$ cat config.mk
export PLATFORM = sky130hd
export DESIGN_NAME = iqd_fifo
export DESIGN_NICKNAME = d
export VERILOG_FILES = /design/src/rtl/iqd_pkg.sv /design/src/rtl/iqd_fifo.sv
export SDC_FILE = /design/constraint.sdc
export NUM_CORES = 1
export LEC_CHECK = 0
export BUFFER_PORTS_ARGS = -buffer_cell sky130_fd_sc_hd__buf_2
export CAP_MARGIN = 5
export CORE_AREA = 2 2 104 106
export DETAILED_ROUTE_END_ITERATION = 7
export DIE_AREA = 0 0 106 108
export GPL_TIMING_DRIVEN = 0
export HOLD_SLACK_MARGIN = 0.06
export PLACE_DENSITY = 0.79
export SYNTH_ARGS = -nofsm -noshare
export SYNTH_HDL_FRONTEND = slang
export SYNTH_SLANG_ARGS = --single-unit
$ cat constraint.sdc
create_clock -name clk -period 6.6 [get_ports clk]
set_input_delay 0.99 -clock clk [delete_from_list [all_inputs] [get_ports clk]]
set_output_delay 0.99 -clock clk [all_outputs]
set_load 0.05 [all_outputs]
$ cat src/rtl/iqd_pkg.sv
// shared types, constants and the arctangent table for the iq demodulator
`timescale 1ns / 1ps
package iqd_pkg;

	// mode register codes
	localparam logic [2:0] MODE_NONE = 3'd0;
	localparam logic [2:0] MODE_AM   = 3'd1;
	localparam logic [2:0] MODE_FM   = 3'd2;
	localparam logic [2:0] MODE_LSB  = 3'd3;
	localparam logic [2:0] MODE_USB  = 3'd4;

	localparam int SAMPLE_W = 16;
	localparam int OUT_W    = 24;
	localparam int OPND_W   = 33;
	localparam int VEC_W    = 48;
	localparam int ANG_W    = 36;
	localparam int STEPS    = 30;
	localparam int ROOT_W   = 16;
	localparam int DEFAULT_BLOCK_LEN = 1024;

	localparam logic signed [ANG_W-1:0] PI_Q30 = 36'sd3373259426;

	// work kinds for the back end
	typedef enum logic [1:0] {
		OP_PASS  = 2'd0,
		OP_MAG   = 2'd1,
		OP_ANGLE = 2'd2
	} op_t;

	// one queued request from front to back
	typedef struct packed {
		op_t                      op;
		logic signed [OPND_W-1:0] a;
		logic signed [OPND_W-1:0] b;
	} job_t;

	// arctangent of 2^-i in Q6.30 radians
	function automatic logic signed [ANG_W-1:0] atan_q30(input logic [4:0] idx);
		logic signed [ANG_W-1:0] v;
		begin
			case (idx)
				5'd0:  v = 36'sd843314857;
				5'd1:  v = 36'sd497837830;
				5'd2:  v = 36'sd263043837;
				5'd3:  v = 36'sd133525159;
				5'd4:  v = 36'sd67021687;
				5'd5:  v = 36'sd33543516;
				5'd6:  v = 36'sd16775851;
				5'd7:  v = 36'sd8388437;
				5'd8:  v = 36'sd4194283;
				5'd9:  v = 36'sd2097149;
				5'd10: v = 36'sd1048576;
				5'd11: v = 36'sd524288;
				5'd12: v = 36'sd262144;
				5'd13: v = 36'sd131072;
				5'd14: v = 36'sd65536;
				5'd15: v = 36'sd32768;
				5'd16: v = 36'sd16384;
				5'd17: v = 36'sd8192;
				5'd18: v = 36'sd4096;
				5'd19: v = 36'sd2048;
				5'd20: v = 36'sd1024;
				5'd21: v = 36'sd512;
				5'd22: v = 36'sd256;
				5'd23: v = 36'sd128;
				5'd24: v = 36'sd64;
				5'd25: v = 36'sd32;
				5'd26: v = 36'sd16;
				5'd27: v = 36'sd8;
				5'd28: v = 36'sd4;
				5'd29: v = 36'sd2;
				default: v = '0;
			endcase
			return v;
		end
	endfunction

endpackage

$ cat src/rtl/iqd_fifo.sv
// two-entry request queue between front and back end
`timescale 1ns / 1ps
module iqd_fifo import iqd_pkg::*; (
	input  logic clk,
	input  logic arst_n,
	input  logic push,
	input  job_t wr_job,
	output logic full,
	input  logic pop,
	output logic empty,
	output job_t rd_job
);

	job_t       mem_q [2];
	logic       wr_ptr_q, rd_ptr_q;
	logic [1:0] count_q;

	assign full   = (count_q == 2'd2);
	assign empty  = (count_q == 2'd0);
	assign rd_job = mem_q[rd_ptr_q];

	// pointers and fill count
	always_ff @(posedge clk or negedge arst_n) begin
		if (!arst_n) begin
			wr_ptr_q <= 1'b0;
			rd_ptr_q <= 1'b0;
			count_q  <= '0;
		end else begin
			if (push) wr_ptr_q <= !wr_ptr_q;
			if (pop)  rd_ptr_q <= !rd_ptr_q;
			if (push && !pop)      count_q <= count_q + 2'd1;
			else if (pop && !push) count_q <= count_q - 2'd1;
		end
	end

	// storage
	always_ff @(posedge clk) begin
		if (push) mem_q[wr_ptr_q] <= wr_job;
	end

endmodule

# Yosys cells after proc, flatten, opt, wreduce, memory -nomap -nowiden
# Memories as Yosys holds them, arrays and structs flattened.
# Index checks and enable logic that the tools add are counted.
# W data, S select, Z words.
# op_classes
add_sub_neg	2
n_eq_ne	1
muxes	4
n_reduce_logical	8
# ops
op	n
$logic_not A1 Y1	4
$mux W2	2
$add A2 B1 Y2 const B	1
$eq A2 B2 Y1 const B	1
$logic_and A1 B1 Y1	2
$logic_not A2 Y1	1
$mux W1	2
$reduce_bool A2 Y1	1
$sub A2 B1 Y2 const B	1
# totals
ff_bits	4
ramBits	136
input_bits	72
output_inout_bits	70
elab_cells	19
memories	1
# mem_list
memory	words	width	read_ports	rd_clocked_by_memory_dff	wr	line_no	rtl
mem_q	2	68	1	0	1	iqd_fifo.sv:14	job_t mem_q [2];

# Longest topological paths before layout
# logic_depth
depth_word	4
mapped_depth	5
depth_no_buf	5

# Worst setup path before layout
# Ideal clock, no wire load.
# synth_path
path_kind	input-to-reg
from	input port push
to	memory mem_q[0][0] (netlist bit) (enable)
setup_ns	0.503
arrival_ns	3.975
required_time_ns	6.097
setup_slack_ns	2.122
path_stages	1
path_buffers	0
cell_sequence	nor2b_1
# synth_between
elab_chain_cells	2
# synth_rtl
element	line_no	rtl
from (decl)	iqd_fifo.sv:6	input logic push,
$mux W1	iqd_fifo.sv:38	if (push) mem_q[wr_ptr_q] <= wr_job;
$mux W1 (not written as such)	iqd_fifo.sv:38	
to (decl)	iqd_fifo.sv:14	
# No other way between the ends.

==> flow_summary.ini <==
[sta]
period_minus_slack_ns = 2.84
rsz0062_at_grt = false
fin_crit_sh_pct = 43.1
setup_viol = 0
relSlewSlack_pct = 38.3
tightest_slew_ns = 0.926
fmax_mhz = 352
final.setup.tns_ns = 0
finClkSkew_ns = 0.00464
final_max_slew_viol_count = 0
hold_violations = 0

[grt]
antenna_found_initial = 0
grt_use_total_pct = 15.4
grt_pass1_wl_um = 12900
grt_pass1_vias = 2695
overflow = 0
grt_max_degree = 69

[clock_network]
h-tree-depth = 4
post_cts_resized = 0
cts.sinks = 140
cts_root_buf = clkbuf_8
clk_latency_ns = 0.49
cts_setup_buffers = 0
cts_buffers = 17
hold_buffers = 0
cts_buffer_depth = 2
cts_tree = built
path_clk_slew_ns = 0.06

[pwr]
total_power_w = 0.00351
p_per_area_nw_per_um2 = 528
switching_share_pct = 38.6
pwr-share-seq_pct = 35.0
combinationalPowerShare_pct = 38.8
p_switching_w = 0.00136
p_leak_nw = 2.57
irDropWorstVdd_v = 0.000291
clockPowerShare_pct = 26.3
internal-power_w = 0.00215

[final_layout]
n_antenna_cell = 0
fillerInstances = 742
areaGrowthSynthToFinish_pct = 29.5
fin_nets = 463
final_layout_size_suffix_gt1_share_pct = 62.0

[setup_path]
worst_path_most_repeated_cell = buf_2
reg2reg_slack_ns = 4.97
r2r-start = wr_ptr_q
start_kind = flop
rr_endpoint = mem_q[1][37]
criticalPathCategory = reg2out
worst_ep_arrival_time_ns = 1.85
crit_slowest_cell = mux2_2
end_kind = primary output
critical_path.max_fanout = 10
ff2ff_path_depth = 1
cpPeakStageDelay_ns = 0.39
crit_chain = buf_6 > buf_2 > mux2_2 > buf_2
cp.required_ns = 5.61

[hold_path]
min_path_type = in2async

[routing]
dr.pass1.iters = 4
wl_per_cell_um = 16.0
drt_iter0_drc = 127
avgViaCountPerCell = 4.86
drc_errors = 0
ant_nets = 0
wl_um = 8640
dr_total_vias = 2617

[synthesis]
ys_warn_count = 0
synthCells = 228
synth_nets = 301
syn_area_um2 = 5140
ys_types = 14
avgSynthCellArea_um2 = 22.5
ys_seq_area_share_pct = 81.5
ys_ff_latch = 140

[status]
status = finished clean

[die]
dieArea_um2 = 11400
ios = 142
die_w_um = 106
start_util_pct = 50.2
die_h_um = 108
row_count = 37
core_um2 = 10200

[placed_design]
port_buffers = 141
gp_congestion = 0.702
dpl.hpwl_um = 5760

[run]
cap_viol_max_count = 0
==> metrics by stage <==
stage                     hold WS, ns  std cells  utilization, %  worst slack, ns  area, um2
after floorplan                 0.455        228               -             2.12       5140
after global placement          0.469        505            58.8            0.409       6010
after detailed placement        0.489        507            59.3             4.26       6060
after CTS                       0.260        539            65.0             3.71       6650
after global routing            0.260        539            65.0             3.67       6650
final                           0.288        539            65.0             3.76       6650
==> flip-flops by register name, summed over array words and instances, names as in the netlist <==
signal    cells
mem_q       136
count_q       2
rd_ptr_q      1
wr_ptr_q      1
==> critical path, delay by kind of cell (launching register included) <==
kind,cells,cell delay [ns]
buffers and inverters,3,0.63
multiplexers,1,0.39
flip-flops,1,0.34
==> cell usage after synthesis <==
cell	count	area [um2]
inv_1	1	3.75
mux2_2	58	653
buf_2	5	25.0
and2_1	1	6.26
buf_6	2	22.5
xnor2_1	1	8.76
xor2_1	4	35.0
ha_1	1	12.5
buf_8	1	15.0
nor2_1	2	7.51
mux2_4	10	150
nor2b_1	2	12.5
dfrtp_1	4	100
edfxtp_1	136	4080
==> final cells by class <==
class / instances / area [um2] / share of cell area [%]
inverter: 1 / 3.75 / 0.0565
timing repair buffer: 143 / 746 / 11.2
clock inverter: 13 / 165 / 2.48
clock buffer: 19 / 422 / 6.34
buffer: 8 / 62.6 / 0.941
sequential: 140 / 4180 / 62.9
tap: 136 / 170 / 2.56
multi-input combinational: 79 / 896 / 13.5
==> how the worst max path moves through the flow <==
stage | slack (ns) | depth (start not counted) | start | endpoint
floorplan | 2.12 | 1 | push | mem_q[0][0]
global placement | 0.41 | 2 | push | mem_q[0][17]
detailed placement | 4.26 | 2 | push | mem_q[1][17]
CTS | 3.71 | 4 | rd_ptr_q | rd_job[25]
global route | 3.67 | 4 | rd_ptr_q | rd_job[25]
finish | 3.76 | 4 | rd_ptr_q | rd_job[25]
==> per-layer routing <==
layer	part of all wire, %	global-route usage (%)
met1	40	17.4
met2	53	26.8
met3	6.6	5.30
met4	0.72	6.48
met5	0	0
==> cells by family after synthesis <==
logic type / synth area share (%)
adder cells (fa/ha/maj): 0.244
AND/OR/NAND/NOR: 0.512
XOR/XNOR: 0.853
flip-flops: 81.5
multiplexers: 15.6
buffers and inverters: 1.29
==> power by group through the flow <==
| stage | sequential [W] | clock (W) | combinational, W |
|---|---|---|---|
| after floorplan | 0.00124 | 0 | 0.00109 |
| after global placement | 0.00126 | 0 | 0.00135 |
| after detailed placement | 0.00125 | 0 | 0.00138 |
| after CTS | 0.00123 | 0.000942 | 0.00138 |
| after global routing | 0.00124 | 0.000977 | 0.00143 |
| final | 0.00123 | 0.000922 | 0.00136 |
==> placed cells by master, fill, tap and decap left out, drive strengths merged <==
cell type,instances
nor2,2
and2,1
bufinv,3
xnor2,1
mux2,68
clkbuf,19
clkinvlp,3
buf,151
dfrtp,4
xor2,4
ha,1
nor2b,2
inv,4
clkinv,4
edfxtp,136
Power figures use the tool's default switching activity.
