## src/rtl/iqd_pkg.sv

```systemverilog
// shared types, constants and the arctangent table for the iq demodulator
`timescale 1ns / 1ps
package iqd_pkg;

	// mode register codes
	localparam logic [2:0] MODE_NONE = 3'd0;
	localparam logic [2:0] MODE_AM   = 3'd1;
	localparam logic [2:0] MODE_FM   = 3'd2;
	localparam logic [2:0] MODE_LSB  = 3'd3;
	localparam logic [2:0] MODE_USB  = 3'd4;

	localparam int SAMPLE_W = 16;
	localparam int OUT_W    = 24;
	localparam int OPND_W   = 33;
	localparam int VEC_W    = 48;
	localparam int ANG_W    = 36;
	localparam int STEPS    = 30;
	localparam int ROOT_W   = 16;
	localparam int DEFAULT_BLOCK_LEN = 1024;

	localparam logic signed [ANG_W-1:0] PI_Q30 = 36'sd3373259426;

	// work kinds for the back end
	typedef enum logic [1:0] {
		OP_PASS  = 2'd0,
		OP_MAG   = 2'd1,
		OP_ANGLE = 2'd2
	} op_t;

	// one queued request from front to back
	typedef struct packed {
		op_t                      op;
		logic signed [OPND_W-1:0] a;
		logic signed [OPND_W-1:0] b;
	} job_t;

	// arctangent of 2^-i in Q6.30 radians
	function automatic logic signed [ANG_W-1:0] atan_q30(input logic [4:0] idx);
		logic signed [ANG_W-1:0] v;
		begin
			case (idx)
				5'd0:  v = 36'sd843314857;
				5'd1:  v = 36'sd497837830;
				5'd2:  v = 36'sd263043837;
				5'd3:  v = 36'sd133525159;
				5'd4:  v = 36'sd67021687;
				5'd5:  v = 36'sd33543516;
				5'd6:  v = 36'sd16775851;
				5'd7:  v = 36'sd8388437;
				5'd8:  v = 36'sd4194283;
				5'd9:  v = 36'sd2097149;
				5'd10: v = 36'sd1048576;
				5'd11: v = 36'sd524288;
				5'd12: v = 36'sd262144;
				5'd13: v = 36'sd131072;
				5'd14: v = 36'sd65536;
				5'd15: v = 36'sd32768;
				5'd16: v = 36'sd16384;
				5'd17: v = 36'sd8192;
				5'd18: v = 36'sd4096;
				5'd19: v = 36'sd2048;
				5'd20: v = 36'sd1024;
				5'd21: v = 36'sd512;
				5'd22: v = 36'sd256;
				5'd23: v = 36'sd128;
				5'd24: v = 36'sd64;
				5'd25: v = 36'sd32;
				5'd26: v = 36'sd16;
				5'd27: v = 36'sd8;
				5'd28: v = 36'sd4;
				5'd29: v = 36'sd2;
				default: v = '0;
			endcase
			return v;
		end
	endfunction

endpackage

```

## src/rtl/iqd_front.sv

```systemverilog
// front end: accepts samples, forms products and queues work for the back end
`timescale 1ns / 1ps
module iqd_front import iqd_pkg::*; (
	input  logic                       clk,
	input  logic                       arst_n,
	input  logic                       cfg_we,
	input  logic [2:0]                 mode,
	input  logic                       in_valid,
	output logic                       in_ready,
	input  logic signed [SAMPLE_W-1:0] in_i,
	input  logic signed [SAMPLE_W-1:0] in_q,
	output logic                       push,
	input  logic                       full,
	output job_t                       job
);

	typedef enum logic [3:0] {
		F_IDLE = 4'b0001,
		F_MUL1 = 4'b0010,
		F_MUL2 = 4'b0100,
		F_PUSH = 4'b1000
	} fstate_t;

	fstate_t state_q;
	logic [2:0] mode_q;
	logic signed [SAMPLE_W-1:0] si_q, sq_q, pa_q, pb_q, prev_i_q, prev_q_q;
	logic signed [2*SAMPLE_W-1:0] p1_q, p2_q, p3_q, p4_q;
	logic accept;

	assign in_ready = (state_q == F_IDLE);
	assign accept   = in_valid && in_ready;
	assign push     = (state_q == F_PUSH) && !full;

	// control and previous sample
	always_ff @(posedge clk or negedge arst_n) begin
		if (!arst_n) begin
			state_q  <= F_IDLE;
			prev_i_q <= '0;
			prev_q_q <= '0;
		end else if (cfg_we) begin
			prev_i_q <= '0;
			prev_q_q <= '0;
		end else begin
			case (state_q)
				F_IDLE: begin
					if (accept) begin
						if (mode == MODE_AM || mode == MODE_FM) begin
							state_q <= F_MUL1;
						end else if (mode == MODE_LSB || mode == MODE_USB) begin
							state_q <= F_PUSH;
						end
						if (mode == MODE_FM) begin
							prev_i_q <= in_i;
							prev_q_q <= in_q;
						end
					end
				end
				F_MUL1: state_q <= F_MUL2;
				F_MUL2: state_q <= F_PUSH;
				F_PUSH: if (!full) state_q <= F_IDLE;
				default: state_q <= F_IDLE;
			endcase
		end
	end

	// sample capture and products
	always_ff @(posedge clk) begin
		if (accept) begin
			si_q   <= in_i;
			sq_q   <= in_q;
			pa_q   <= prev_i_q;
			pb_q   <= prev_q_q;
			mode_q <= mode;
		end
		if (state_q == F_MUL1) begin
			if (mode_q == MODE_AM) begin
				p1_q <= si_q * si_q;
				p2_q <= sq_q * sq_q;
			end else begin
				p1_q <= si_q * pa_q;
				p2_q <= sq_q * pb_q;
			end
		end
		if (state_q == F_MUL2) begin
			p3_q <= sq_q * pa_q;
			p4_q <= si_q * pb_q;
		end
	end

	// build the queued request
	always_comb begin
		job.a  = OPND_W'(p1_q) + OPND_W'(p2_q);
		job.b  = OPND_W'(p3_q) - OPND_W'(p4_q);
		job.op = OP_PASS;
		case (mode_q)
			MODE_AM:  job.op = OP_MAG;
			MODE_FM:  job.op = OP_ANGLE;
			MODE_LSB: job.a  = OPND_W'(si_q) - OPND_W'(sq_q);
			MODE_USB: job.a  = OPND_W'((OPND_W'(si_q) + OPND_W'(sq_q)) * OPND_W'(100));
			default:  job.op = OP_PASS;
		endcase
	end

endmodule

```

## config.mk

```make
export PLATFORM = sky130hd
export DESIGN_NAME = iqd_front
export DESIGN_NICKNAME = d
export VERILOG_FILES = /design/src/rtl/iqd_pkg.sv /design/src/rtl/iqd_front.sv
export SDC_FILE = /design/constraint.sdc
export NUM_CORES = 2
export LEC_CHECK = 0
export BUFFER_PORTS_ARGS = -buffer_cell sky130_fd_sc_hd__clkbuf_2
export CORE_MARGIN = 4
export CORE_UTILIZATION = 61
export DETAILED_ROUTE_END_ITERATION = 12
export GPL_TIMING_DRIVEN = 0
export PLACE_DENSITY = 0.89
export SETUP_SLACK_MARGIN = 0.15
export SYNTH_ARGS = -nofsm -noshare
export SYNTH_HDL_FRONTEND = slang
export SYNTH_SLANG_ARGS = --single-unit
```

## constraint.sdc

```tcl
create_clock -name clk -period 7.45 [get_ports clk]
set_clock_uncertainty 0.1 [all_clocks]
set_input_delay 0 -clock clk [delete_from_list [all_inputs] [get_ports clk]]
set_output_delay 0 -clock clk [all_outputs]
set_load 0.05 [all_outputs]
```

---- Word level (Yosys, flattened, before mapping) ----
Index checks and enable logic that the tools add are counted.
storage, ports and cells
  register bits ........................... 231
  input bits .............................. 40
  output and inout port bits .............. 70
  logic and storage cells ................. 66
operators by class
  $add $sub $neg .......................... 4
  multiply operators ...................... 7
  equality and inequality tests ........... 15
  multiplexer cells ....................... 17
  bitwise operators ....................... 1
  reduce and logical (&&, ||, !) cells .... 10
operators by type and width
  cell                   count
  $mul 16x16->32         6
  $mux 16                8
  $pmux 33 s2            1
  $mux 32                2
  $add 32x32->33         1
  $sub 32x32->33         1
  $mul 17x6->23 const B  1
  $add 16x16->17         1
  $sub 16x16->17         1
  $mux 4                 4
  $pmux 4 s4             1
  $eq 3x2->1 const B     4
  $eq 3x1->1 const B     2
  $eq 3x3->1 const B     2
  $reduce_bool 2->1      3
  $eq 4x1->1 const B     1
  $eq 4x2->1 const B     1
  $eq 4x3->1 const B     1
  $eq 4x4->1 const B     1
  $pmux 2 s2             1
  $reduce_and 4->1       1
  $ne 3x1->1 const B     1
  $reduce_and 3->1       1
  $logic_and 1x1->1      2
  5 further kinds        6

---- Logic depth before layout (Yosys ltp) ----
  depth in word-level cells ............... 6
  mapped depth ............................ 28
  depth with buffers taken out ............ 25

---- Worst setup path before layout ----
OpenSTA, ideal clock, no wires.
  path kind ............................... flip-flop to flip-flop
  start point ............................. reg state_q[3]
  end point ............................... reg state_q[2]
  setup time .............................. 0.113 ns
  arrival time ............................ 7.990 ns
  required time ........................... 7.237 ns
  path slack .............................. -0.753 ns
  stages on the path, launching flop included .. 3
  path buffers ............................ 0
  clock period less this slack ............ 8.203 ns
  cells stage by stage .................... dfrtp_1 nor4b_1 mux2_2
on the way
  word-level cells in the longest chain between the ends .. 4
  elaborated cells on any way between the ends .. 10
  classes of those cells .................. 7 x eq/ne; 1 x mux; 2 x reduce/logical
ends and longest elaborated chain
  what                        line                              RTL
  start, declared             iqd_front.sv:24                   fstate_t state_q;
  start signal, assigned      iqd_front.sv:37                   state_q <= F_IDLE;
  start signal, assigned      iqd_front.sv:48                   state_q <= F_MUL1;
  start signal, assigned      iqd_front.sv:50                   state_q <= F_PUSH;
  $eq 4x1->1                  iqd_front.sv:30, iqd_front.sv:44
  $logic_and 1x1->1           iqd_front.sv:31                   assign accept = in_valid && in_ready;
  $ne 2x1->1 (no line)        n/a
  $reduce_and 4->1 (no line)  n/a
Several ways; a longest one is shown, not always the timed one.
A chain may end at the register's enable or synchronous reset.

---- Final worst setup path ----
  start point ............................. reg pa_q[1]
  end point ............................... reg p1_q[30] (data pin)
on the way
  word-level cells in the longest chain between the ends .. 2
ends and longest elaborated chain
  what                    line             RTL
  start, declared         iqd_front.sv:26  logic signed [SAMPLE_W-1:0] si_q, sq_q, pa_q, pb_q, prev_i_q, prev_q_q;
  start signal, assigned  iqd_front.sv:71  pa_q <= prev_i_q;
  $mul 16x16->32          iqd_front.sv:80  p1_q <= si_q * pa_q;
  $mux 32                 iqd_front.sv:76  if (mode_q == MODE_AM) begin
  end signal, assigned    iqd_front.sv:77  p1_q <= si_q * si_q;
  end signal, assigned    iqd_front.sv:80
  end, declared           iqd_front.sv:27  logic signed [2*SAMPLE_W-1:0] p1_q, p2_q, p3_q, p4_q;
Every way passes these cells.

==> reports/results.txt <==
CP startpoint = pa_q[1]
CP Cell Sequence = clkbuf_8, nand2_2, inv_1, fa_2, buf_4, fa_2, fa_1, fa_1, fa_1, inv_1, fa_1, inv_1, ha_1, nand3_2, or4_4, o21a_1, nand4_1, a41oi_1, xnor2_2, nand2_1, o21ai_0
Slew Viols, Final = 0
Post-DP HPWL = 210 mm
#FFs+latches synth = 231
layout cells sized above 1 = 0.107
Mapped Cells = 7667
DP Area = 73800 um^2
cell area after layout = 79500 um^2
Horiz. Die Dim = 350 um
Final Hold Fails = 0
Critical Path Max Stage Delay = 750 ps
gr usage total = 0.437
Reg-to-Reg End = p1_q[30]
Setup CP Type = register to register
Area Overhead vs Synth = 11.6%
grt total ovfl = 0
wire length per cell = 27.6 um
worst setup path end = p1_q[30]
Ports = 110
CP arrival = 7740 ps
Worst Path Max Fanout = 11
die height = 350 um
DRC errors left = 0
crit path time final = 7410 ps
Synthesized Nets = 9893
dominant synthesized flop cell = edfxtp_1
worst min-delay path startpoint = in_q[5]
fin util = 0.685
Num CTS Buffers = 26
port bufs = 108
vias in the first global route = 61833
final period utilization = 0.994
Seq/Total Area, Yosys = 0.0949
Hold Path Class = input pin to register
Max-Cap Viols = 0
Detailed Route WL = 265 mm
Skew-Pair Late Insertion Delay = 630 ps
GP Congestion = 1.07
H-tree depth = 1
global-route wire length before repair = 386 mm
setup ws final = 42.3 ps
CP Launch Type = register
RSZ-0062 raised after global routing = yes
Max Root-Sink Buffers = 3
maximum clock rate = 135 MHz
Crit. End Element = register
non-filler cells, final = 9609
initial antenna violation count = 37
core box area = 116000 um^2
CP required = 7780 ps
Final ANT Viol Nets = 0
most used cell, CP = fa_1
# setup viols final = 0
Synth warnings = 0
Slew HR = 0.121
placed cells = 9308
Yosys cell types = 91
DRT iter0 DRCs = 6672
Crit path max-delay family = adder cells
Async S/R FF share, synth = 0.156
CTS sink count = 231
DP Worst Slack = -1710 ps
CTS tree = done
Least-Margin Pin Slew = 1320 ps
CP Depth = 21
NumNets Final = 10256
Mean Syn Cell Area = 9.29 um^2
outcome = finished, final reports clean
drt pass-1 iters = 9
worst r2r src = pa_q[1]
CTS clock-pin slew for the worst setup and hold paths = 70 ps
number of synthesized flops with an enable pin = 195
std cell rows = 125
pin count of the biggest net entering global routing = 62
Worst R2R Setup Slack = 40 ps
Critical path buffers and inverters = 5
Worst Reg-to-Reg Cells = 21
mapped cell area = 71200 um^2
CP max-delay cell = fa_2
DR vias = 59175
Root Buffer = clkbuf_16
DIE AREA = 122000 um^2
starting density of the core = 0.613
number of vias per cell = 6.16
[cells in the final DEF (no fill, tap or decap), types with 17 or more instances in the layout]
cell,n
clkbuf_4,75
nor2b_1,26
o21a_1,33
and3_1,20
dlygate4sd3_1,41
inv_1,1864
buf_12,30
xor2_1,85
fa_1,1515
a21o_1,80
nor2_1,232
xnor2_1,198
buf_4,171
and2_1,524
nand2b_1,51
clkbuf_2,144
ha_1,632
or3_1,19
clkbuf_16,30
xnor2_2,17
buf_2,23
nand2_1,856
clkbuf_1,53
o21ai_0,142
a211oi_1,26
a31oi_1,18
nand3_1,53
dfrtp_1,35
nor3_1,45
o21bai_1,32
fa_2,18
a31o_2,22
buf_6,39
diode_2,35
a21oi_1,223
clkbuf_8,43
buf_8,17
edfxtp_1,195
[metrics by stage]
step	hold slack, ps	setup TNS, ps
floorplan	-396	0
global placement	96.7	-65030
detailed placement	97.9	-69330
CTS	2.86	0
global route	13.7	-10.8
finish	11.4	0
[routing by layer]
layer,track usage,wire (um),vias to the layer above
met5,0.000392,226,-
met4,0.280,22400,24
met3,0.156,37600,1255
met2,0.660,114000,4238
met1,0.536,90600,29743
li1,-,-,23915
[state kept, by name, indices dropped and copies added (netlist names), 32 cells and up]
register,count
p1_q,32
p2_q,32
p4_q,32
p3_q,32
[cells in the mapped netlist (11+ instances only)]
cell,instances,area [um^2]
edfxtp_1,195,5860
and3_1,22,138
nor3_1,48,240
nor2_1,248,931
o21a_1,33,248
or2_2,12,75.1
xor2_1,93,815
o21ai_0,159,796
o31ai_1,15,113
o41ai_1,12,105
nor2b_1,27,169
clkbuf_1,286,1070
xnor2_1,215,1880
o21bai_1,33,248
or3_1,20,125
and2_1,527,3300
a211oi_1,35,263
a21oi_1,238,1190
a31o_2,22,193
buf_1,14,52.6
a2111oi_0,11,96.3
ha_1,653,8170
inv_1,1892,7100
a21o_1,80,601
a31oi_1,23,144
nand3_1,54,270
nand2b_1,51,319
nand2_1,861,3230
dfrtp_1,35,876
fa_1,1533,30700
o22ai_1,16,100
[timing repair]
| item | in CTS | in global routing |
|---|---|---|
| setup buffers | 103 | 77 |
| endpoints found under the setup margin | 88 | 58 |
| hold buffers | 41 | 0 |
| endpoints found under the hold margin | 112 | 0 |
| resized for setup | 581 | 338 |
| pin swaps | 26 | 72 |
| cloned | 0 | 1 |
[cells by family (layout without fill, tap and decap cells)]
logic type / after synthesis / count (layout) / share of synthesized area
compound gates: 800 / 800 / 0.0733
xor+xnor: 308 / 308 / 0.0379
fa+ha+maj: 2186 / 2186 / 0.546
buf+inv: 2205 / 2588 / 0.117
flops: 231 / 231 / 0.0949
mux: 12 / 12 / 0.00174
other cells: 0 / 35 / 0
simple gates: 1925 / 1925 / 0.130
[worst min path at each step]
stage	cells past startpoint	end	slack [ps]
floorplan	0	prev_i_q[0]	-400
global placement	1	sq_q[6]	100
detailed placement	1	sq_q[6]	100
CTS	2	sq_q[5]	3
global route	2	sq_q[5]	10
finish	2	sq_q[5]	10
[area by class of cell]
class / instances / area, um^2
inverters: 1898 / 7200
multi-input cells: 5231 / 57200
clock buffers: 29 / 662
clock inverters: 19 / 284
repair buffers: 339 / 2880
diodes: 35 / 87.6
flip-flops and latches: 231 / 6760
fillers: 8880 / 36600
well taps: 1524 / 1910
plain buffers: 303 / 2450
Power is not shown: default switching activity piles up to over one toggle a cycle in this logic, so the estimate is an artifact.
