--- src/rtl/iqd_pkg.sv ---
// shared types, constants and the arctangent table for the iq demodulator
`timescale 1ns / 1ps
package iqd_pkg;

	// mode register codes
	localparam logic [2:0] MODE_NONE = 3'd0;
	localparam logic [2:0] MODE_AM   = 3'd1;
	localparam logic [2:0] MODE_FM   = 3'd2;
	localparam logic [2:0] MODE_LSB  = 3'd3;
	localparam logic [2:0] MODE_USB  = 3'd4;

	localparam int SAMPLE_W = 16;
	localparam int OUT_W    = 24;
	localparam int OPND_W   = 33;
	localparam int VEC_W    = 48;
	localparam int ANG_W    = 36;
	localparam int STEPS    = 30;
	localparam int ROOT_W   = 16;
	localparam int DEFAULT_BLOCK_LEN = 1024;

	localparam logic signed [ANG_W-1:0] PI_Q30 = 36'sd3373259426;

	// work kinds for the back end
	typedef enum logic [1:0] {
		OP_PASS  = 2'd0,
		OP_MAG   = 2'd1,
		OP_ANGLE = 2'd2
	} op_t;

	// one queued request from front to back
	typedef struct packed {
		op_t                      op;
		logic signed [OPND_W-1:0] a;
		logic signed [OPND_W-1:0] b;
	} job_t;

	// arctangent of 2^-i in Q6.30 radians
	function automatic logic signed [ANG_W-1:0] atan_q30(input logic [4:0] idx);
		logic signed [ANG_W-1:0] v;
		begin
			case (idx)
				5'd0:  v = 36'sd843314857;
				5'd1:  v = 36'sd497837830;
				5'd2:  v = 36'sd263043837;
				5'd3:  v = 36'sd133525159;
				5'd4:  v = 36'sd67021687;
				5'd5:  v = 36'sd33543516;
				5'd6:  v = 36'sd16775851;
				5'd7:  v = 36'sd8388437;
				5'd8:  v = 36'sd4194283;
				5'd9:  v = 36'sd2097149;
				5'd10: v = 36'sd1048576;
				5'd11: v = 36'sd524288;
				5'd12: v = 36'sd262144;
				5'd13: v = 36'sd131072;
				5'd14: v = 36'sd65536;
				5'd15: v = 36'sd32768;
				5'd16: v = 36'sd16384;
				5'd17: v = 36'sd8192;
				5'd18: v = 36'sd4096;
				5'd19: v = 36'sd2048;
				5'd20: v = 36'sd1024;
				5'd21: v = 36'sd512;
				5'd22: v = 36'sd256;
				5'd23: v = 36'sd128;
				5'd24: v = 36'sd64;
				5'd25: v = 36'sd32;
				5'd26: v = 36'sd16;
				5'd27: v = 36'sd8;
				5'd28: v = 36'sd4;
				5'd29: v = 36'sd2;
				default: v = '0;
			endcase
			return v;
		end
	endfunction

endpackage

--- src/rtl/iqd_back.sv ---
// back end: square root and cordic angle units plus output register
`timescale 1ns / 1ps
module iqd_back import iqd_pkg::*; #(
	parameter int BLOCK_LEN = DEFAULT_BLOCK_LEN
) (
	input  logic                    clk,
	input  logic                    arst_n,
	input  logic                    cfg_we,
	input  logic                    empty,
	input  job_t                    job,
	output logic                    pop,
	output logic                    out_valid,
	input  logic                    out_ready,
	output logic signed [OUT_W-1:0] out_data,
	output logic                    out_last
);

	localparam int CNT_W = $clog2(BLOCK_LEN) + 1;
	localparam logic [CNT_W-1:0] LAST_POS = CNT_W'(BLOCK_LEN - 1);

	typedef enum logic [4:0] {
		B_IDLE = 5'b00001,
		B_SQRT = 5'b00010,
		B_NORM = 5'b00100,
		B_ROT  = 5'b01000,
		B_DONE = 5'b10000
	} bstate_t;

	bstate_t state_q;
	logic signed [VEC_W-1:0] x_q, y_q;
	logic signed [ANG_W-1:0] z_q;
	logic [4:0]              step_q;
	logic [31:0]             rad_q;
	logic [19:0]             rem_q;
	logic [ROOT_W-1:0]       root_q;
	logic signed [OUT_W-1:0] res_q;
	logic [CNT_W-1:0]        pos_q;
	logic                    load_out;

	// cordic and root step logic
	logic signed [VEC_W-1:0] xs, ys, ax, ay, mag;
	logic signed [ANG_W-1:0] z_next, z_rnd;
	logic [19:0]             rem2;
	logic [19:0]             trial;

	always_comb begin
		xs     = x_q >>> step_q;
		ys     = y_q >>> step_q;
		ax     = x_q[VEC_W-1] ? -x_q : x_q;
		ay     = y_q[VEC_W-1] ? -y_q : y_q;
		mag    = (ax > ay) ? ax : ay;
		z_next = (y_q > 0) ? z_q + atan_q30(step_q) : z_q - atan_q30(step_q);
		z_rnd  = (z_next + ANG_W'(1 << 14)) >>> 15;
		rem2   = {rem_q[17:0], rad_q[31:30]};
		trial  = {2'b00, root_q, 2'b01};
	end

	assign pop      = (state_q == B_IDLE) && !empty;
	assign load_out = (state_q == B_DONE) && (!out_valid || out_ready);

	// sequencer
	always_ff @(posedge clk or negedge arst_n) begin
		if (!arst_n) begin
			state_q <= B_IDLE;
		end else begin
			case (state_q)
				B_IDLE: begin
					if (!empty) begin
						case (job.op)
							OP_MAG:   state_q <= B_SQRT;
							OP_ANGLE: state_q <= (job.a == '0 && job.b == '0) ? B_DONE : B_NORM;
							default:  state_q <= B_DONE;
						endcase
					end
				end
				B_SQRT: if (step_q == 5'd15) state_q <= B_DONE;
				B_NORM: if (mag >= (VEC_W'(1) << 40)) state_q <= B_ROT;
				B_ROT:  if (step_q == 5'(STEPS - 1)) state_q <= B_DONE;
				B_DONE: if (load_out) state_q <= B_IDLE;
				default: state_q <= B_IDLE;
			endcase
		end
	end

	// datapath
	always_ff @(posedge clk) begin
		case (state_q)
			B_IDLE: begin
				step_q <= '0;
				rad_q  <= job.a[31:0];
				rem_q  <= '0;
				root_q <= '0;
				res_q  <= job.op == OP_PASS ? job.a[OUT_W-1:0] : '0;
				if (job.a[OPND_W-1]) begin
					x_q <= -VEC_W'(job.a);
					y_q <= -VEC_W'(job.b);
					z_q <= job.b[OPND_W-1] ? -PI_Q30 : PI_Q30;
				end else begin
					x_q <= VEC_W'(job.a);
					y_q <= VEC_W'(job.b);
					z_q <= '0;
				end
			end
			B_SQRT: begin
				step_q <= step_q + 5'd1;
				rad_q  <= rad_q << 2;
				if (rem2 >= trial) begin
					rem_q  <= rem2 - trial;
					root_q <= {root_q[ROOT_W-2:0], 1'b1};
				end else begin
					rem_q  <= rem2;
					root_q <= {root_q[ROOT_W-2:0], 1'b0};
				end
				if (step_q == 5'd15) begin
					if (rem2 >= trial) begin
						res_q <= OUT_W'({root_q[ROOT_W-2:0], 1'b1})
							+ OUT_W'((rem2 - trial) > 20'({root_q[ROOT_W-2:0], 1'b1}));
					end else begin
						res_q <= OUT_W'({root_q[ROOT_W-2:0], 1'b0})
							+ OUT_W'(rem2 > 20'({root_q[ROOT_W-2:0], 1'b0}));
					end
				end
			end
			B_NORM: begin
				if (mag < (VEC_W'(1) << 32)) begin
					x_q <= x_q <<< 8;
					y_q <= y_q <<< 8;
				end else if (mag < (VEC_W'(1) << 40)) begin
					x_q <= x_q <<< 1;
					y_q <= y_q <<< 1;
				end
			end
			B_ROT: begin
				step_q <= step_q + 5'd1;
				z_q    <= z_next;
				if (y_q > 0) begin
					x_q <= x_q + ys;
					y_q <= y_q - xs;
				end else begin
					x_q <= x_q - ys;
					y_q <= y_q + xs;
				end
				if (step_q == 5'(STEPS - 1)) res_q <= z_rnd[OUT_W-1:0];
			end
			default: ;
		endcase
	end

	// output register and block position
	always_ff @(posedge clk or negedge arst_n) begin
		if (!arst_n) begin
			out_valid <= 1'b0;
			pos_q     <= '0;
		end else begin
			if (load_out) begin
				out_valid <= 1'b1;
				pos_q     <= (pos_q == LAST_POS) ? '0 : pos_q + CNT_W'(1);
			end else if (out_ready) begin
				out_valid <= 1'b0;
			end
			if (cfg_we) pos_q <= '0;
		end
	end

	always_ff @(posedge clk) begin
		if (load_out) begin
			out_data <= res_q;
			out_last <= (pos_q == LAST_POS);
		end
	end

endmodule
--- config.mk ---
export PLATFORM = sky130hd
export DESIGN_NAME = iqd_back
export DESIGN_NICKNAME = d
export VERILOG_FILES = /design/src/rtl/iqd_pkg.sv /design/src/rtl/iqd_back.sv
export SDC_FILE = /design/constraint.sdc
export NUM_CORES = 2
export LEC_CHECK = 0
export BUFFER_PORTS_ARGS = -buffer_cell sky130_fd_sc_hd__buf_2
export CAP_MARGIN = 0
export CORE_ASPECT_RATIO = 1.75
export CORE_MARGIN = 1.5
export CORE_UTILIZATION = 44
export CTS_CLUSTER_SIZE = 12
export DETAILED_ROUTE_END_ITERATION = 10
export GPL_ROUTABILITY_DRIVEN = 0
export GPL_TIMING_DRIVEN = 1
export SLEW_MARGIN = 25
export SYNTH_ARGS = -nofsm -noshare
export SYNTH_HDL_FRONTEND = slang
export SYNTH_SLANG_ARGS = --single-unit
--- constraint.sdc ---
create_clock -name clk -period 8.6 [get_ports clk]
set_input_delay 0.86 -clock clk [delete_from_list [all_inputs] [get_ports clk]]
set_output_delay 0.86 -clock clk [all_outputs]
set_load 0.01 [all_outputs]
### Yosys cells after proc, flatten, opt, wreduce, memory -nomap -nowiden

Memories as Yosys holds them, arrays and structs flattened. A register that Yosys moved wholly into a read port is not among the register bits.
Cells that the tools add are included.

* equality and inequality tests: 16
* shift-type cells: 2
* multiplexer cells: 43
* $lt $le $gt $ge: 8
* reduce and logical (&&, ||, !) cells: 20
* add/sub/neg operators: 16

Operator list (number)
* two-way mux 48 bit: 11
* one-hot mux 48 bit (3 select lines): 2
* two-way mux 36 bit: 3
* adder 48 bit: 2
* negator 33 -> 48 bit: 2
* negator 48 bit: 2
* >>> shifter 48 x 5 -> 48 bit: 2
* subtractor 48 bit: 2
* two-way mux 24 bit: 3
* one-hot mux 24 bit (3 select lines): 1
* one-hot mux 36 bit (2 select lines): 1
* zero test 33 bit: 2
* one-hot mux 32 bit (2 select lines): 1
* >= comparator 48 x 42 -> 1 bit (second input constant): 1
* > comparator 48 x 1 -> 1 bit (second input constant): 1
* > comparator 48 bit: 1
* < comparator 48 x 34 -> 1 bit (second input constant): 1
* < comparator 48 x 42 -> 1 bit (second input constant): 1
* > comparator 20 x 16 -> 1 bit: 2
* two-way mux 5 bit: 8
* adder 36 x 16 -> 36 bit (second input constant): 1
* adder 36 bit: 1
* one-hot mux 18 bit (2 select lines): 1
* subtractor 36 bit: 1
* other kinds (32): 52

* ROM bits: 1920
* memories: 2
* flip-flop bits (word level): 269
* word-level logic and storage cells: 120

Memory list
* (no name shown): depth 32, bits a word 30, read ports 1, clocked after memory_dff 1, write ports 0, RTL line iqd_pkg.sv:41 `case (idx)`
* (no name shown): depth 32, bits a word 30, read ports 1, clocked after memory_dff 1, write ports 0, RTL line iqd_pkg.sv:41

### Depth between registers and ports, before layout

* depth in word-level cells: 8
* gate-level depth with buffers: 34
* depth with buffers taken out: 26

### Worst setup path after synthesis

No wires, ideal clock.

* kind: register to register
* start point: register y_q[12]
* end point: register x_q[0] (enable)
* arrival: 6.469 ns
* period minus slack after synthesis: 7.607 ns
* data required time: 7.462 ns
* cell stages (with the launch flop): 20
* library setup time: 1.138 ns
* buffers on the path: 2
* path slack: 0.993 ns
* path through: edfxtp_1 > clkbuf_1 > or4_1 > nor4_2 > nand4_1 > clkbuf_1 > or3_1 > o31ai_1 > xor2_1 > ha_1 > a21oi_1 > o21ai_0 > a221oi_1 > a21oi_1 > a311oi_1 > nand3b_1 > and2_1 > o32ai_1 > or2_2 > nand3_1

* word-level cells in the longest chain between the ends: 7
* elaborated cells on any way between the ends: 8

Ends and longest elaborated chain
* start, declared: RTL line iqd_back.sv:30 `logic signed [VEC_W-1:0] x_q, y_q;`
* start signal, assigned: RTL line iqd_back.sv:96 `y_q <= -VEC_W'(job.b);`
* start signal, assigned: RTL line iqd_back.sv:100 `y_q <= VEC_W'(job.b);`
* start signal, assigned: RTL line iqd_back.sv:127 `y_q <= y_q <<< 8;`
* negator 48 bit: RTL line iqd_back.sv:50 `ay = y_q[VEC_W-1] ? -y_q : y_q;`
* two-way mux 48 bit *: RTL line iqd_back.sv:50
* > comparator 48 bit: RTL line iqd_back.sv:51 `mag = (ax > ay) ? ax : ay;`
* two-way mux 48 bit *: RTL line iqd_back.sv:51
* < comparator 48 x 34 -> 1 bit / < comparator 48 x 42 -> 1 bit (equally long branches): RTL line iqd_back.sv:125, iqd_back.sv:128
* != test 3 bit (no line) *
* AND reduction 2 bit (no line) *
* end signal, assigned: RTL line iqd_back.sv:126 `x_q <= x_q <<< 8;`
* end signal, assigned: RTL line iqd_back.sv:129 `x_q <= x_q <<< 1;`
* end signal, assigned: RTL line iqd_back.sv:137 `x_q <= x_q + ys;`
* end, declared: RTL line iqd_back.sv:30

Mark *: on every way between the ends. The rest lies on a longest branch, timed or not.
A chain may end at the register's enable or synchronous reset.

### Worst setup path in the final report

* start point: register step_q[1]
* end point: register y_q[40] (data pin)

* word-level cells in the longest chain between the ends: 4
* elaborated cells on any way between the ends: 5

Ends and longest elaborated chain
* start, declared: RTL line iqd_back.sv:32 `logic [4:0] step_q;`
* start signal, assigned: RTL line iqd_back.sv:105 `step_q <= step_q + 5'd1;`
* start signal, assigned: RTL line iqd_back.sv:134 `step_q <= step_q + 5'd1;`
* >>> shifter 48 x 5 -> 48 bit *: RTL line iqd_back.sv:47 `xs = x_q >>> step_q;`
* adder 48 bit / subtractor 48 bit (equally long branches): RTL line iqd_back.sv:141, iqd_back.sv:138
* two-way mux 48 bit *: RTL line iqd_back.sv:136 `if (y_q > 0) begin`
* one-hot mux 48 bit (3 select lines) *: RTL line iqd_back.sv:87 `case (state_q)`
* end signal, assigned: RTL line iqd_back.sv:96
* end signal, assigned: RTL line iqd_back.sv:138 `y_q <= y_q - xs;`
* end signal, assigned: RTL line iqd_back.sv:141 `y_q <= y_q + xs;`

Marked as above.

==> out/metrics.cfg <==
[cts]
cts_hold_buffers=0
cts_sinks=299
clkTransAtPathRegs_ns=0.07
clk-insertion-delay-late_ns=0.64
cts_max_level=1
cts_root_buffer=clkbuf_16
cts_buffers=31
cts_tree=yes
cts.path.max_buffers=3
post_cts.repair.setup_buffers=0
cts_resized=0

[critical_path]
critPathKind=reg -> reg
endpoint_kind=flop
critPathBufInv=2
crit_family=compound AO/OA/AOI/OAI gates
worstSetupStartpointType=flop
path_max_fanout=36
max_stage_delay_ns=0.92
path_cells=buf_4 > mux4_2 > mux2_2 > mux4_2 > a2111oi_0 > and3_1 > nand4_1 > nand4bb_1 > inv_1 > nand2_1 > o21ai_0 > xnor2_1 > ha_1 > a21o_1 > a211oi_1 > o211ai_1 > a221o_1 > a21o_1 > a21oi_1 > xor2_1 > o221ai_1
required_ns=8.92
slowest_stage=edfxtp_1
arrival_ns=8.02

[logic_synthesis]
syn-cell-area_mm2=0.0380
synth-edff-count=252
ys.warnings.count=0
syn-num-nets=4769
synth-simple-area-share_pct=17.2
async_flop_share_pct=5.69
synthMuxAreaShare_pct=15.2
syn_inst=4448
synthDistinctLibCells=94
synth.avg_cell_area_um2=8.54
synth_compound_area_share_pct=21.9
synth_top_area_share_pct=19.9
synth_area_leaders=edfxtp_1 20%, ha_1 8.1%, mux4_2 8.0%
ys_seq_elements=299
yosys.area.top_type=edfxtp_1
yosysSeqAreaShare_pct=22.6
yosys.area_share.adder_pct=8.23
ys.flop_type=edfxtp_1
synthXorXnorAreaFrac_pct=10.1
synth_top_family_by_area=compound AO/OA/AOI/OAI gates

[sta]
maxSlewHeadroom_pct=22.1
skew_ns=0.0260
setup_tns_ns=0
finalCriticalPeriod_ns=7.70
rsz0062_at_grt=false
max_freq_mhz=130
setup_viol=0
tightest_slew_ns=1.16
finalMaxSlewViolations=0
holdWs_ns=0.188
finalHoldViolCount=0
min_period_over_period_pct=89.5

[floorplan]
coreArea_mm2=0.0856
die_h_um=392
start_util_pct=44.4
die_area_mm2=0.0882
dieWidth_um=225
rows=142
ioPinCount=100

[cells_and_area]
drive_above_1_share_pct=12.6
nNetsFinal=4717
area_delta_synth_final_pct=7.55
postLayoutCoreUtil_pct=47.7

[global_routing]
grt-ovfl-total=0
antenna_found_initial=9
grt_pass1_vias=36865
grt_pass1_wl_um=233000
grtUsageTotal_pct=35.4
grt_start_max_net_pins=116

[route]
top_layer=met5
wl_met1_um=51300
drc=0
vias_per_cell=6.69
wl_met3_um=12700
drt-initial-drc-count=3772
firstDrtPassIters=7
drtAntennaViolNets=0
vias=37361
wire_per_inst_um=28.3
routed_wl_um=158000
wl_met2_um=77100

[run_status]
outcome=complete, no violations

[min_path]
hold_path_class=in -> async

[place]
numPortBuffers=99
hpwlAfterDp_um=117000

[job]
timing.max_cap.violations=0

-- layout make-up --
class | count | area [µm²]
repair buffers | 249 | 1700
fillers | 8536 | 44800
multi-input cells | 3698 | 27700
clock inverters | 8 | 43.8
clock buffers | 50 | 908
inverters | 117 | 439
flip-flops and latches | 299 | 8590
diodes | 8 | 20.0
well taps | 1152 | 1440
-- synth_stat cells (69+ instances only) --
library cell  number
nor2_1           295
ha_1             245
mux4_2           135
nand2_1          459
edfxtp_1         252
xor2_1           169
mux2i_1          206
a21oi_1          274
o21ai_0          297
nor3_1            85
o31ai_1           69
a21o_1           112
nand4_1           70
inv_1            113
nand3_1           78
xnor2_1          266
clkbuf_1         238
-- metrics by stage --
stage          std cells  worst slack [ns]  area (µm²)
2_1_floorplan       4448             0.993       38000
3_3_place_gp        5514              1.12       39900
3_5_place_dp        5514              1.01       39900
4_1_cts             5572             0.976       40800
5_1_grt             5574             0.393       40800
6_report            5581             0.900       40900
-- final timing paths --
kind / startpoint / end / slack, ns / cells past startpoint
setup / recovery: step_q[1] / y_q[40] / 0.90 / 21
hold / removal: arst_n / pos_q[3] / 0.19 / 1
setup reg to reg: step_q[1] / y_q[40] / 0.90 / 21
hold reg to reg: res_q[18] / out_data[18] / 0.42 / 0
max in group asynchronous: arst_n / state_q[0] / 8.05 / 1
min in group clk: res_q[18] / out_data[18] / 0.42 / 0
-- worst reg2reg max path: cells and delay by family (launching register included) --
kind	cells	cell delay, ns
AOI/OAI and AO/OA	9	2.43
xor gates and xnor gates	2	0.31
adders and majority gates	1	0.34
buffers and inverters	2	0.84
DFF	1	0.92
muxes	3	1.46
and+or+nand+nor	4	1.09
-- cell families (layout without fill, tap and decap cells) --
family,after synthesis,after routing
XOR/XNOR,436,436
multiplexers,402,402
adder cells (fa/ha/maj),248,248
AO/OA/AOI/OAI,1265,1265
buffers and inverters,451,424
AND/OR/NAND/NOR,1347,1347
flip-flops,299,299
other,0,8
-- cell usage in the layout, fill, tap and decap left out, types with 64 or more instances in the layout --
cell type	n
nand2_1	458
o21ai_0	297
nor2_1	290
a21oi_1	273
xnor2_1	266
edfxtp_1	252
ha_1	245
mux2i_1	206
xor2_1	169
buf_4	144
mux4_2	135
inv_1	112
a21o_1	112
buf_2	99
nor3_1	83
nand3_1	76
nand4_1	70
o31ai_1	68
a22oi_1	64
-- layer usage --
layer	vias to the layer above	GRT usage, %
li1	16695	-
met1	17856	35.6
met2	2027	61.7
met3	771	7.57
met4	12	30.6
met5	-	0.623
Power is not shown: default switching activity piles up to over one toggle a cycle in this logic, so the estimate is an artifact.
